## src/sv/ppbm_pkg.sv

```systemverilog
`timescale 1ns / 1ps

package ppbm_pkg;

    // event kinds carried on the input tuser
    typedef enum logic [2:0] {
        MODE_BYTE       = 3'd0,
        MODE_TICK       = 3'd1,
        MODE_POLL       = 3'd2,
        MODE_WR_DONE    = 3'd3,
        MODE_LINK_RESET = 3'd4,
        MODE_RESTART    = 3'd5
    } t_mode;

    // register map
    localparam int          CFG_W            = 10;
    localparam int          PADDR_W          = 3;
    localparam logic        REG_CHUNK_SIZE   = 1'b0;
    localparam logic [9:0]  CHUNK_SIZE_RESET = 10'd512;

    // stream widths
    localparam int IN_TDATA_W  = 16;
    localparam int IN_TUSER_W  = 3;
    localparam int OUT_TDATA_W = 64;

    // one input event
    typedef struct packed {
        t_mode      mode;
        logic [7:0] data_byte;
        logic       link_up;
    } t_item;

    // one result
    typedef struct packed {
        logic        write_valid;
        logic        write_buffer;
        logic [8:0]  write_offset;
        logic [7:0]  write_data;
        logic        send_valid;
        logic        send_buffer;
        logic [9:0]  send_length;
        logic [31:0] overrun_total;
    } t_result;

    // result packed into tdata, first field in the lowest bits
    function automatic logic [OUT_TDATA_W-1:0] pack_result(input t_result r);
        pack_result = {1'b0, r.overrun_total, r.send_length, r.send_buffer, r.send_valid,
                       r.write_data, r.write_offset, r.write_buffer, r.write_valid};
    endfunction

endpackage

```

## src/sv/ppbm_apb_regs.sv

```systemverilog
`timescale 1ns / 1ps

module ppbm_apb_regs (
    input  logic                         i_clk,
    input  logic                         i_rst_n,
    input  logic                         psel,
    input  logic                         penable,
    input  logic                         pwrite,
    input  logic [ppbm_pkg::PADDR_W-1:0] paddr,
    input  logic [31:0]                  pwdata,
    output logic [31:0]                  prdata,
    output logic                         pready,
    output logic [ppbm_pkg::CFG_W-1:0]   o_chunk_size
);
    import ppbm_pkg::*;

    logic [CFG_W-1:0] r_chunk_size;
    logic             wr_en;

    // write strobe in the access phase
    assign pready = 1'b1;
    assign wr_en  = psel && penable && pwrite && (paddr[2] == REG_CHUNK_SIZE);

    // chunk size register
    always_ff @(posedge i_clk) begin
        if (!i_rst_n) begin
            r_chunk_size <= CHUNK_SIZE_RESET;
        end else if (wr_en) begin
            r_chunk_size <= pwdata[CFG_W-1:0];
        end
    end

    // read back
    always_comb begin
        if (paddr[2] == REG_CHUNK_SIZE) begin
            prdata = 32'(r_chunk_size);
        end else begin
            prdata = '0;
        end
    end

    assign o_chunk_size = r_chunk_size;

endmodule

```

## src/sv/ppbm_core.sv

```systemverilog
`timescale 1ns / 1ps

module ppbm_core #(
    parameter int CHUNK_BYTES = 512
) (
    input  logic                       i_clk,
    input  logic                       i_rst_n,
    input  logic                       i_fire,
    input  ppbm_pkg::t_item            i_item,
    input  logic [ppbm_pkg::CFG_W-1:0] i_chunk_size,
    output ppbm_pkg::t_result          o_result
);
    import ppbm_pkg::*;

    localparam int CW = $clog2(CHUNK_BYTES + 1);
    localparam int EW = (CW > CFG_W) ? CW : CFG_W;
    localparam logic [EW-1:0] LIMIT = EW'(CHUNK_BYTES);

    // buffer state
    logic [CW-1:0] r_pend0, n_pend0;
    logic [CW-1:0] r_pend1, n_pend1;
    logic          r_fill_idx, n_fill_idx;
    logic          r_send_idx, n_send_idx;
    logic          r_infl_idx, n_infl_idx;
    logic          r_send_busy, n_send_busy;
    logic [CW-1:0] r_fill_count, n_fill_count;
    logic [31:0]   r_dropped, n_dropped;

    logic [EW-1:0] eff_chunk;
    logic [EW-1:0] cs_ext;
    logic [CW-1:0] cnt_inc;
    logic [EW-1:0] fc_ext;
    logic          do_hand;
    logic [CW-1:0] hand_cnt;
    logic [CW-1:0] pend_other;
    logic [32:0]   drop_sum;
    logic          poll_idx;
    logic [CW-1:0] poll_len;
    logic [EW-1:0] poll_len_ext;

    // chunk size clamped to 1 .. CHUNK_BYTES
    always_comb begin
        cs_ext = EW'(i_chunk_size);
        if (cs_ext == '0) begin
            eff_chunk = EW'(1);
        end else if (cs_ext > LIMIT) begin
            eff_chunk = LIMIT;
        end else begin
            eff_chunk = cs_ext;
        end
    end

    assign cnt_inc    = r_fill_count + CW'(1);
    assign fc_ext     = EW'(r_fill_count);
    assign pend_other = r_fill_idx ? r_pend0 : r_pend1;

    // poll picks send index, else the other buffer if only that one holds data
    always_comb begin
        logic [CW-1:0] len_a;
        logic [CW-1:0] len_b;
        len_a = r_send_idx ? r_pend1 : r_pend0;
        len_b = r_send_idx ? r_pend0 : r_pend1;
        if (len_a == '0 && len_b != '0) begin
            poll_idx = ~r_send_idx;
            poll_len = len_b;
        end else begin
            poll_idx = r_send_idx;
            poll_len = len_a;
        end
    end

    assign poll_len_ext = EW'(poll_len);

    // next state and result for the event at hand
    always_comb begin
        n_pend0      = r_pend0;
        n_pend1      = r_pend1;
        n_fill_idx   = r_fill_idx;
        n_send_idx   = r_send_idx;
        n_infl_idx   = r_infl_idx;
        n_send_busy  = r_send_busy;
        n_fill_count = r_fill_count;
        n_dropped    = r_dropped;
        do_hand      = 1'b0;
        hand_cnt     = r_fill_count;
        drop_sum     = {1'b0, r_dropped} + 33'(hand_cnt);
        o_result     = '0;

        if (i_fire) begin
            case (i_item.mode)
                MODE_BYTE: begin
                    o_result.write_valid  = 1'b1;
                    o_result.write_buffer = r_fill_idx;
                    o_result.write_offset = fc_ext[8:0];
                    o_result.write_data   = i_item.data_byte;
                    n_fill_count          = cnt_inc;
                    hand_cnt              = cnt_inc;
                    do_hand               = (EW'(cnt_inc) >= eff_chunk);
                end
                MODE_TICK: begin
                    do_hand = (r_fill_count != '0);
                end
                MODE_POLL: begin
                    if (i_item.link_up && !r_send_busy && poll_len != '0) begin
                        n_send_busy          = 1'b1;
                        n_infl_idx           = poll_idx;
                        o_result.send_valid  = 1'b1;
                        o_result.send_buffer = poll_idx;
                        o_result.send_length = poll_len_ext[9:0];
                    end
                end
                MODE_WR_DONE: begin
                    if (r_send_busy) begin
                        n_send_busy = 1'b0;
                        n_send_idx  = ~r_infl_idx;
                        if (r_infl_idx) begin
                            n_pend1 = '0;
                        end else begin
                            n_pend0 = '0;
                        end
                    end
                end
                MODE_LINK_RESET: begin
                    n_send_busy = 1'b0;
                end
                MODE_RESTART: begin
                    n_pend0      = '0;
                    n_pend1      = '0;
                    n_fill_idx   = 1'b0;
                    n_send_idx   = 1'b0;
                    n_fill_count = '0;
                end
                default: begin
                end
            endcase
        end

        // hand the fill buffer over, or drop its bytes when the other is still pending
        drop_sum = {1'b0, r_dropped} + 33'(hand_cnt);
        if (do_hand) begin
            if (pend_other == '0) begin
                if (r_fill_idx) begin
                    n_pend1 = hand_cnt;
                end else begin
                    n_pend0 = hand_cnt;
                end
                n_fill_idx = ~r_fill_idx;
            end else begin
                n_dropped = drop_sum[32] ? '1 : drop_sum[31:0];
            end
            n_fill_count = '0;
        end

        o_result.overrun_total = n_dropped;
    end

    // state registers
    always_ff @(posedge i_clk) begin
        if (!i_rst_n) begin
            r_pend0      <= '0;
            r_pend1      <= '0;
            r_fill_idx   <= 1'b0;
            r_send_idx   <= 1'b0;
            r_infl_idx   <= 1'b0;
            r_send_busy  <= 1'b0;
            r_fill_count <= '0;
            r_dropped    <= '0;
        end else begin
            r_pend0      <= n_pend0;
            r_pend1      <= n_pend1;
            r_fill_idx   <= n_fill_idx;
            r_send_idx   <= n_send_idx;
            r_infl_idx   <= n_infl_idx;
            r_send_busy  <= n_send_busy;
            r_fill_count <= n_fill_count;
            r_dropped    <= n_dropped;
        end
    end

    // a partial chunk never reaches the buffer size
    a_fill_below_size: assert property (@(posedge i_clk) disable iff (!i_rst_n)
        EW'(r_fill_count) < LIMIT)
        else $error("fill count reached buffer size");

    // a descriptor marks the buffer in flight
    a_send_sets_busy: assert property (@(posedge i_clk) disable iff (!i_rst_n)
        i_fire && o_result.send_valid |=> r_send_busy && (r_infl_idx == $past(poll_idx)))
        else $error("send descriptor without busy flag");

    // overrun total only grows
    a_drop_monotonic: assert property (@(posedge i_clk) disable iff (!i_rst_n)
        1'b1 |=> r_dropped >= $past(r_dropped))
        else $error("overrun total decreased");

    // fill buffer only swaps on an event
    a_fill_idx_hold: assert property (@(posedge i_clk) disable iff (!i_rst_n)
        !i_fire |=> $stable(r_fill_idx) && $stable(r_fill_count))
        else $error("fill state changed without an event");

endmodule

```

## src/sv/ping_pong_rx_buffer_manager.sv

```systemverilog
`timescale 1ns / 1ps

// Ping-pong receive buffer manager. Each input event (byte, tick flush, send poll,
// write complete, link reset, restart) yields exactly one result carrying a byte
// write address, a send descriptor and the saturating overrun total. One event is
// taken every clock cycle while the result output is not stalled: the buffer state
// is updated combinationally between the input register and the result register.
// The chunk size register is written over APB at address 0; writing it only while
// the block is idle is up to the user, as the block itself does not enforce it.
module ping_pong_rx_buffer_manager #(
    parameter int CHUNK_BYTES = 512
) (
    input  logic                             i_clk,
    input  logic                             i_rst_n,
    // input events
    input  logic                             i_s_axis_tvalid,
    output logic                             o_s_axis_tready,
    input  logic [ppbm_pkg::IN_TDATA_W-1:0]  i_s_axis_tdata,   // data_byte[7:0], link_up[8]
    input  logic [ppbm_pkg::IN_TUSER_W-1:0]  i_s_axis_tuser,   // mode[2:0]
    // results
    output logic                             o_m_axis_tvalid,
    input  logic                             i_m_axis_tready,
    output logic [ppbm_pkg::OUT_TDATA_W-1:0] o_m_axis_tdata,   // write_valid[0],
                                                               // write_buffer[1],
                                                               // write_offset[10:2],
                                                               // write_data[18:11],
                                                               // send_valid[19],
                                                               // send_buffer[20],
                                                               // send_length[30:21],
                                                               // overrun_total[62:31]
    // configuration
    input  logic                             psel,
    input  logic                             penable,
    input  logic                             pwrite,
    input  logic [ppbm_pkg::PADDR_W-1:0]     paddr,
    input  logic [31:0]                      pwdata,
    output logic [31:0]                      prdata,
    output logic                             pready
);
    import ppbm_pkg::*;

    logic                   r_in_valid;
    t_item                  r_in_item;
    logic                   r_out_valid;
    logic [OUT_TDATA_W-1:0] r_out_data;
    logic                   out_ready;
    logic                   in_ready;
    logic                   fire;
    logic [CFG_W-1:0]       chunk_size;
    t_result                result;

    // configuration registers
    ppbm_apb_regs u_regs (
        .i_clk        (i_clk),
        .i_rst_n      (i_rst_n),
        .psel         (psel),
        .penable      (penable),
        .pwrite       (pwrite),
        .paddr        (paddr),
        .pwdata       (pwdata),
        .prdata       (prdata),
        .pready       (pready),
        .o_chunk_size (chunk_size)
    );

    // pipeline flow control
    assign out_ready       = !r_out_valid || i_m_axis_tready;
    assign in_ready        = !r_in_valid || out_ready;
    assign fire            = r_in_valid && out_ready;
    assign o_s_axis_tready = in_ready;

    // input register
    always_ff @(posedge i_clk) begin
        if (!i_rst_n) begin
            r_in_valid <= 1'b0;
        end else if (in_ready) begin
            r_in_valid <= i_s_axis_tvalid;
        end
    end

    always_ff @(posedge i_clk) begin
        if (in_ready && i_s_axis_tvalid) begin
            r_in_item.mode      <= t_mode'(i_s_axis_tuser);
            r_in_item.data_byte <= i_s_axis_tdata[7:0];
            r_in_item.link_up   <= i_s_axis_tdata[8];
        end
    end

    // buffer state and decision logic
    ppbm_core #(
        .CHUNK_BYTES (CHUNK_BYTES)
    ) u_core (
        .i_clk        (i_clk),
        .i_rst_n      (i_rst_n),
        .i_fire       (fire),
        .i_item       (r_in_item),
        .i_chunk_size (chunk_size),
        .o_result     (result)
    );

    // result register
    always_ff @(posedge i_clk) begin
        if (!i_rst_n) begin
            r_out_valid <= 1'b0;
        end else if (fire) begin
            r_out_valid <= 1'b1;
        end else if (i_m_axis_tready) begin
            r_out_valid <= 1'b0;
        end
    end

    always_ff @(posedge i_clk) begin
        if (fire) begin
            r_out_data <= pack_result(result);
        end
    end

    assign o_m_axis_tvalid = r_out_valid;
    assign o_m_axis_tdata  = r_out_data;

endmodule

```

## config.mk

```make
export PLATFORM = sky130hd
export DESIGN_NAME = ping_pong_rx_buffer_manager
export DESIGN_NICKNAME = d
export VERILOG_FILES = /design/src/sv/ppbm_pkg.sv /design/src/sv/ppbm_apb_regs.sv /design/src/sv/ppbm_core.sv /design/src/sv/ping_pong_rx_buffer_manager.sv
export SDC_FILE = /design/constraint.sdc
export NUM_CORES = 1
export LEC_CHECK = 0
export ABC_AREA = 1
export BUFFER_PORTS_ARGS = -buffer_cell sky130_fd_sc_hd__buf_2
export CORE_ASPECT_RATIO = 1.75
export CORE_MARGIN = 5
export CORE_UTILIZATION = 50
export CTS_CLUSTER_DIAMETER = 200
export DETAILED_ROUTE_END_ITERATION = 10
export PLACE_DENSITY_LB_ADDON = 0.2
export SYNTH_ARGS = -nofsm -noshare
export SYNTH_HDL_FRONTEND = slang
export SYNTH_SLANG_ARGS = --single-unit
```

## constraint.sdc

```tcl
create_clock -name i_clk -period 3.7 [get_ports i_clk]
set_input_delay 0.37 -clock i_clk [delete_from_list [all_inputs] [get_ports i_clk]]
set_output_delay 0.37 -clock i_clk [all_outputs]
set_load 0.02 [all_outputs]
```

---- After elaboration in Yosys (flattened, before gate mapping) ----
Index checks and enable logic that the tools add are counted.
word-level totals
  bits of input ports ..................... 61
  word-level logic and storage cells ...... 107
  output and inout bits ................... 99
  register bits after elaboration ......... 153
cells by class
  reductions and logical operators ........ 31
  muxes and demuxes ....................... 42
  bitwise logic cells ..................... 5
  magnitude comparators ................... 2
  equal/unequal tests ..................... 7
  add/subtract/negate cells ............... 2
operators by type and width
  cell                   count
  $mux 10                21
  $mux 32                3
  $pmux 10 s2            3
  $add 32x10->33         1
  $logic_not 10->1       3
  $reduce_bool 10->1     3
  $mux 19                1
  $mux 12                1
  $add 10x1->10 const B  1
  $ge 10x10->1           1
  $gt 10x10->1 const B   1
  $mux 1                 10
  $reduce_and 3->1       3
  $logic_and 1x1->1      8
  $reduce_bool 2->1      4
  $eq 3x2->1 const B     2
  $eq 3x3->1 const B     2
  $pmux 1 s2             3
  $not 1->1              5
  $ne 2x1->1 const B     2
  $reduce_and 2->1       2
  $reduce_or 2->1        2
  $eq 3x1->1 const B     1
  $logic_not 1->1        3
  2 further kinds        3

---- Depth between registers and ports, before layout ----
Gate-level depths: netlist (run 1).
  word-level depth ........................ 8
  gate-level depth with buffers ........... 24
  depth with buffers taken out ............ 24

---- Hierarchy ----
Synthesis (run 1) repeated with hierarchy kept, for this count alone.
unflattened totals
  cell total of the unflattened synthesis .. 1088
  area total of the unflattened synthesis .. 8291.7 um^2
modules (own cells, without submodules)
  module                       cells an instance  instances  seq. area each (um^2)  area each (um^2)
  ppbm_core                    886                1          1321.3                 5215.0
  ping_pong_rx_buffer_manager  90                 1          2292.2                 2358.5
  ppbm_apb_regs                112                1          200.2                  718.2

---- Least setup slack after synthesis (run 1) ----
OpenSTA, ideal clock, no wires.
  path kind ............................... reg-to-reg
  start point ............................. register r_out_valid (netlist: o_m_axis_tvalid)
  end point ............................... register r_out_data[57] (netlist: o_m_axis_tdata[57]), data pin
  required time ........................... 3.570 ns
  stages on the path, launching flop included .. 22
  arrival time ............................ 3.576 ns
  clock period less this slack ............ 3.706 ns
  slack ................................... -0.006 ns
  buffers on the path ..................... 2
  library setup time ...................... 0.130 ns
  cells stage by stage .................... dfxtp_1 > nand2_1 > nand2_1 > nor4_2 > buf_2 > xor2_1 > ha_1 > inv_1 > fa_1 > nand3b_1 > nand2_1 > a21oi_2 > o21bai_1 > nand2_1 > nor2_2 > nand2_1 > buf_2 > nand3_1 > nand2_1 > o21ai_0 > nand2_1 > nand2_1
RTL lines
  item                    line                                source
  start, declared         ping_pong_rx_buffer_manager.sv:44   logic r_out_valid;
  start signal, assigned  ping_pong_rx_buffer_manager.sv:104  r_out_valid <= 1'b0;
  start signal, assigned  ping_pong_rx_buffer_manager.sv:106  r_out_valid <= 1'b1;
  start signal, assigned  ping_pong_rx_buffer_manager.sv:108  r_out_valid <= 1'b0;
  end signal, assigned    ping_pong_rx_buffer_manager.sv:114  r_out_data <= pack_result(result);
  end, declared           ping_pong_rx_buffer_manager.sv:45   logic [OUT_TDATA_W-1:0] r_out_data;

==> results of run 1 <==
==> synthesized netlist by cell type (all sizes together) <==
library cell / instances / area (um^2)
o21bai: 1 / 7.51
a21oi: 44 / 224
xor2: 9 / 78.8
a21o: 2 / 15.0
nor3: 19 / 95.1
edfxtp: 75 / 2250
nand4: 12 / 75.1
conb: 2 / 7.51
inv: 191 / 717
nor4: 9 / 62.6
nor2: 141 / 591
o2111ai: 1 / 8.76
o21a: 1 / 7.51
xnor2: 1 / 8.76
or2: 10 / 62.6
and3: 1 / 6.26
ha: 22 / 275
dfxtp: 78 / 1560
o211ai: 3 / 22.5
o21ai: 88 / 440
nand3: 67 / 358
nand3b: 4 / 30.0
a31oi: 2 / 12.5
buf: 37 / 285
a31o: 1 / 8.76
nand2: 283 / 1120
fa: 1 / 20.0
o41ai: 1 / 8.76
clkbuf: 16 / 60.1
==> flip-flops by register name, indices dropped and copies added (netlist names), 10 cells and up <==
| name | flops |
|---|---|
| o_m_axis_tdata | 63 |
| u_core.r_dropped | 32 |
| r_in_item | 12 |
| u_core.fc_ext | 10 |
| u_core.r_pend0 | 10 |
| u_core.r_pend1 | 10 |
| u_regs.o_chunk_size | 10 |
==> through the flow <==
stage / hold WS [ps] / setup slack (ps) / utilization
detailed placement: 463 / -84.2 / 0.576
global route: 98.2 / -46.3 / 0.633
global placement: 453 / -56.8 / 0.576
finish: 113 / 124 / 0.633
CTS: 103 / 9.08 / 0.616
floorplan: 445 / 127 / -
==> kinds of logic after synthesis <==
family,synth area share
AND/OR/NAND/NOR,0.285
AO/OA/AOI/OAI,0.0897
flip-flops,0.453
buffers and inverters,0.126
other,0.000892
XOR/XNOR,0.0104
adder cells (fa/ha/maj),0.0351
==> power by group through the flow <==
stage	clock network, uW	registers (uW)	logic, uW
6_report	1820	1830	227
5_1_grt	1930	1840	247
4_1_cts	1840	1830	223
3_5_place_dp	0	1870	222
3_3_place_gp	0	1870	219
2_1_floorplan	0	1910	119
==> critical path: cells and delay by family (launching register included) <==
| family | cells | cell delay [ps] |
|---|---|---|
| simple gates | 7 | 1080 |
| buf+inv | 5 | 770 |
| fa+ha+maj | 2 | 600 |
| compound gates | 3 | 380 |
| flops | 1 | 330 |
| xor+xnor | 1 | 170 |
==> cell type report <==
class | instances | area (um^2)
fill | 1481 | 6070
multi-input combinational | 747 | 3840
sequential | 153 | 3810
timing repair buffer | 184 | 1170
inverter | 191 | 721
clock buffer | 17 | 425
tap | 224 | 280
clock inverter | 15 | 205
==> routing by layer <==
layer	part of all wire	wire length [um]
met5	0	0
met4	0.049	1080
met1	0.36	7820
met2	0.56	12200
met3	0.036	791
==> timing repair <==
item                                    4_1_cts  5_1_grt
pin swaps                                     1       16
endpoints found under the setup margin       15       83
buffers inserted                              1       10
resized for setup                             3       58
==> final timing paths <==
| kind | from | slack, ps | to | cells past startpoint |
|---|---|---|---|---|
| worst max-delay path | o_m_axis_tvalid | 120 | o_m_axis_tdata[49] | 18 |
| worst min-delay path | i_s_axis_tdata[0] | 110 | r_in_item[1] | 1 |
| worst max register to register | o_m_axis_tvalid | 120 | o_m_axis_tdata[49] | 18 |
| worst min register to register | u_core.fc_ext[8] | 480 | u_core.fc_ext[8] | 2 |
==> flow_metrics.py, run 1 <==
metrics = {
    "status": {
        "outcome": "finished, final reports clean",
    },
    "timing": {
        "finalSetupViolCount": 0,
        "slew_viol_final": 0,
        "fin_tns_setup_ps": 0,
        "min_period_over_period": 0.966,
        "fmax_mhz": 280,
        "rsz0062_at_grt": "yes",
        "skew_ps": 11.7,
        "fin_crit_ps": 3580,
        "worst_pin_slew_ps": 852,
        "relSlewSlack": 0.432,
        "hold_viol": 0,
    },
    "worst_setup_path": {
        "cpMostUsedCell": "buf_4",
        "slowest_stage": "fa_1",
        "critPathKind": "reg2reg",
        "critical_path_required_ps": 3870,
        "cp-end-kind": "register",
        "slowest_delay_ps": 390,
        "cp-start-kind": "register",
        "cp.arrival_ps": 3740,
        "critPathMaxFanout": 5,
        "crit_chain": "nand2_1, nand2_2, nor4_4, buf_4, xor2_4, ha_2, inv_1, fa_1, nand3b_1, nand2_2, a21oi_2, buf_4, o21ai_1, buf_4, nand3_1, buf_4, o21ai_0, nand3_1",
    },
    "die": {
        "io_pins": 160,
        "core_mm2": 0.0165,
        "die_w_um": 108,
        "die_y_um": 182,
        "dieArea_mm2": 0.0196,
        "rows": 62,
        "initial_core_util": 0.510,
    },
    "global_route": {
        "grt_max_degree": 67,
        "grtUsageMet3": 0.0355,
        "antenna_found_initial": 0,
        "grtUsageMet2": 0.421,
        "grtUsageTotal": 0.219,
        "grt_remaining_overflow": 0,
        "grt_pass1_vias": 7191,
        "top_usage_layer": "met2",
        "grt_pass1_wl_um": 33900,
        "use_met1": 0.216,
    },
    "clock_tree": {
        "h-tree-depth": 4,
        "hold_buffers": 0,
        "clock_latency_ps": 430,
        "cts_tree": "yes",
        "clkSlewWorstSetupHoldPaths_ps": 70,
        "cts_buffer_depth": 2,
        "cts_buffers": 17,
        "clock-sinks": 153,
        "cts_root_buf": "clkbuf_16",
    },
    "route": {
        "firstDrtPassIters": 7,
        "via_per_inst": 5.00,
        "via_count": 7652,
        "drc": 0,
        "ant_nets": 0,
        "drt-total-wl_um": 21900,
        "wl_per_cell_um": 14.3,
        "drt_iter0_markers": 444,
    },
    "synth": {
        "synthCells": 1122,
        "ys_seq_area_frac": 0.453,
        "syn_area_per_cell_um2": 7.50,
        "ys_ff_latch": 153,
        "yosys.cell_types.count": 43,
        "yosysWarnings": 0,
        "syn_area_mm2": 0.00842,
    },
    "cells_and_area": {
        "final_cells": 1531,
        "final_common_cell": "nand2_1",
        "drive_above_1_share": 0.235,
        "final_cell_mix": "nand2_1 (258), inv_1 (186), nor2_1 (122)",
        "final_area_mm2": 0.0105,
        "area_growth_pct": 24.2,
        "nNetsFinal": 1378,
        "diodes": 0,
    },
    "power_and_ir_drop": {
        "internal_power_uw": 2860,
        "power.total_uw": 3880,
        "pwr-share-clk": 0.469,
        "comb_power_share": 0.058,
        "swShare": 0.262,
        "leakage_uw": 0.00490,
        "peakVddDrop_mv": 0.270,
        "p_sw_uw": 1020,
        "p_per_area_mw_per_mm2": 371,
        "seq_power_share": 0.473,
    },
    "placement": {
        "hpwl_um": 16300,
        "place_area_mm2": 0.00952,
        "place.gp.congestion": 0.921,
        "place_inst": 1488,
        "port_buffers": 104,
    },
    "hold_path": {
        "hp-class": "in2reg",
    },
    "job": {
        "cap_violations": 0,
    },
}
Power figures use the tool's default switching activity.
==> run 2: changes to the inputs <==
--- a/config.mk
+++ b/config.mk
@@ -13,6 +13,7 @@
 export CTS_CLUSTER_DIAMETER = 200
 export DETAILED_ROUTE_END_ITERATION = 10
 export PLACE_DENSITY_LB_ADDON = 0.2
+export SETUP_SLACK_MARGIN = 0.2
 export SYNTH_ARGS = -nofsm -noshare
 export SYNTH_HDL_FRONTEND = slang
 export SYNTH_SLANG_ARGS = --single-unit
==> flow_metrics.py, run 2 (synthesis gave the netlist of run 1 again) <==
metrics = {
    "global_route": {
        "grt_remaining_overflow": 0,
        "grt_pass1_wl_um": 34300,
        "grt_max_degree": 67,
        "grt_pass1_vias": 7438,
        "antenna_found_initial": 0,
        "grtUsageTotal": 0.221,
    },
    "worst_setup_path": {
        "critPathMaxFanout": 4,
        "r2r_end": "o_m_axis_tdata[56]",
        "crit-reg2reg-launch": "u_core.fc_ext[0]",
        "cp-end-kind": "register",
        "critical_path_required_ps": 3880,
        "cp.arrival_ps": 3580,
        "critPathKind": "reg2reg",
        "reg2reg_slack_ps": 290,
        "worstRegToRegCells": 21,
        "cp-start-kind": "register",
    },
    "cells_and_area": {
        "largest_reg_flops": 63,
        "diodes": 0,
        "final_cells": 1544,
        "drive_above_1_share": 0.283,
        "final_cell_mix": "nand2_1 (248), inv_1 (180), nor2_1 (117)",
        "final_common_cell": "nand2_1",
        "nNetsFinal": 1391,
        "area_growth_pct": 29.5,
    },
    "power_and_ir_drop": {
        "leakage_uw": 0.00514,
        "peakVddDrop_mv": 0.253,
        "power.total_uw": 3760,
        "p_per_area_mw_per_mm2": 345,
    },
    "timing": {
        "hold_viol": 0,
        "slew_viol_final": 0,
        "rsz0062_at_grt": "yes",
        "finalSetupViolCount": 0,
        "min_period_over_period": 0.921,
        "relSlewSlack": 0.406,
        "fmax_mhz": 294,
        "skew_ps": 12.6,
        "worst_pin_slew_ps": 890,
        "fin_crit_ps": 3410,
    },
    "hold_path": {
        "worstHoldPathCells": 1,
        "hp-class": "in2reg",
        "hp-start": "i_s_axis_tuser[1]",
        "hold_end": "r_in_item[10]",
    },
    "route": {
        "via_per_inst": 5.02,
        "via_count": 7754,
        "drt-total-wl_um": 22300,
        "drc": 0,
        "ant_nets": 0,
        "firstDrtPassIters": 5,
        "wl_per_cell_um": 14.5,
        "drt_iter0_markers": 299,
    },
    "clock_tree": {
        "cts_root_buf": "clkbuf_16",
        "cts_tree": "yes",
        "clock-sinks": 153,
        "clock_latency_ps": 420,
        "cts_buffers": 17,
        "hold_buffers": 0,
        "h-tree-depth": 4,
        "cts_buffer_depth": 2,
        "clkSlewWorstSetupHoldPaths_ps": 70,
    },
    "die": {
        "io_pins": 160,
        "die_y_um": 182,
        "core_mm2": 0.0165,
        "initial_core_util": 0.510,
        "die_w_um": 108,
        "rows": 62,
        "dieArea_mm2": 0.0196,
    },
    "status": {
        "outcome": "finished, final reports clean",
    },
    "placement": {
        "place_inst": 1499,
        "place.gp.congestion": 0.943,
        "hpwl_um": 16400,
        "port_buffers": 104,
    },
    "job": {
        "cap_violations": 0,
    },
}
run 2: what timing repair did:
item | in CTS | in global routing
endpoints found under the setup margin | 59 | 95
gates cloned | 0 | 1
resized for setup | 22 | 117
pin swaps | 5 | 32
setup buffers | 2 | 10
run 2: layout make-up:
type | instances | area [um^2]
tap | 224 | 280
sequential | 153 | 3820
fill | 1408 | 5620
multi-input combinational | 747 | 4140
clock inverter | 15 | 153
inverter | 191 | 727
clock buffer | 17 | 425
timing repair buffer | 197 | 1350
run 2: critical path, stage by stage, from the launching register on:
cell	delay, ps
dfxtp_4	390
inv_4	40
nor3_4	180
nand2_1	90
nor2_2	150
buf_4	150
xor2_2	60
nand2_1	100
o21ai_2	100
buf_6	140
ha_1	340
buf_4	140
nand2_1	60
o21ai_0	180
a21oi_1	110
o21ai_2	90
buf_6	140
nand4_1	240
nor2_1	250
nand2_1	80
nand2_1	80
nand3_2	70
run 2: where the power goes:
| group | internal (uW) | switching, uW | leakage [uW] |
|---|---|---|---|
| sequential | 1820 | 15.5 | 0.00133 |
| clock | 953 | 748 | 0.000284 |
| combinational | 60.8 | 166 | 0.00352 |
run 2: stage by stage:
stage	utilization	hold WS, ps	setup slack [ps]	instance area [um^2]	setup TNS [ps]
4_1_cts	0.625	109	207	10300	0
6_report	0.660	122	293	10900	0
3_5_place_dp	0.585	456	-194	9670	-892
3_3_place_gp	0.585	452	-176	9670	-389
2_1_floorplan	-	445	201	8550	0
5_1_grt	0.660	102	78.1	10900	0
run 2: layer usage:
layer  track usage  part of all wire
met2         0.430              0.56
met3        0.0341             0.038
met1         0.213              0.35
met5             0                 0
met4         0.122             0.057
run 2: worst max-delay path by stage:
stage	start	to	depth (start not counted)
after floorplan	i_m_axis_tready	o_m_axis_tdata[57]	22
after global placement	u_core.fc_ext[4]	o_m_axis_tdata[58]	20
after detailed placement	u_core.fc_ext[4]	o_m_axis_tdata[58]	20
after CTS	u_core.fc_ext[4]	o_m_axis_tdata[58]	20
after global routing	u_core.fc_ext[0]	u_core.r_dropped[30]	24
final	u_core.fc_ext[0]	o_m_axis_tdata[56]	21
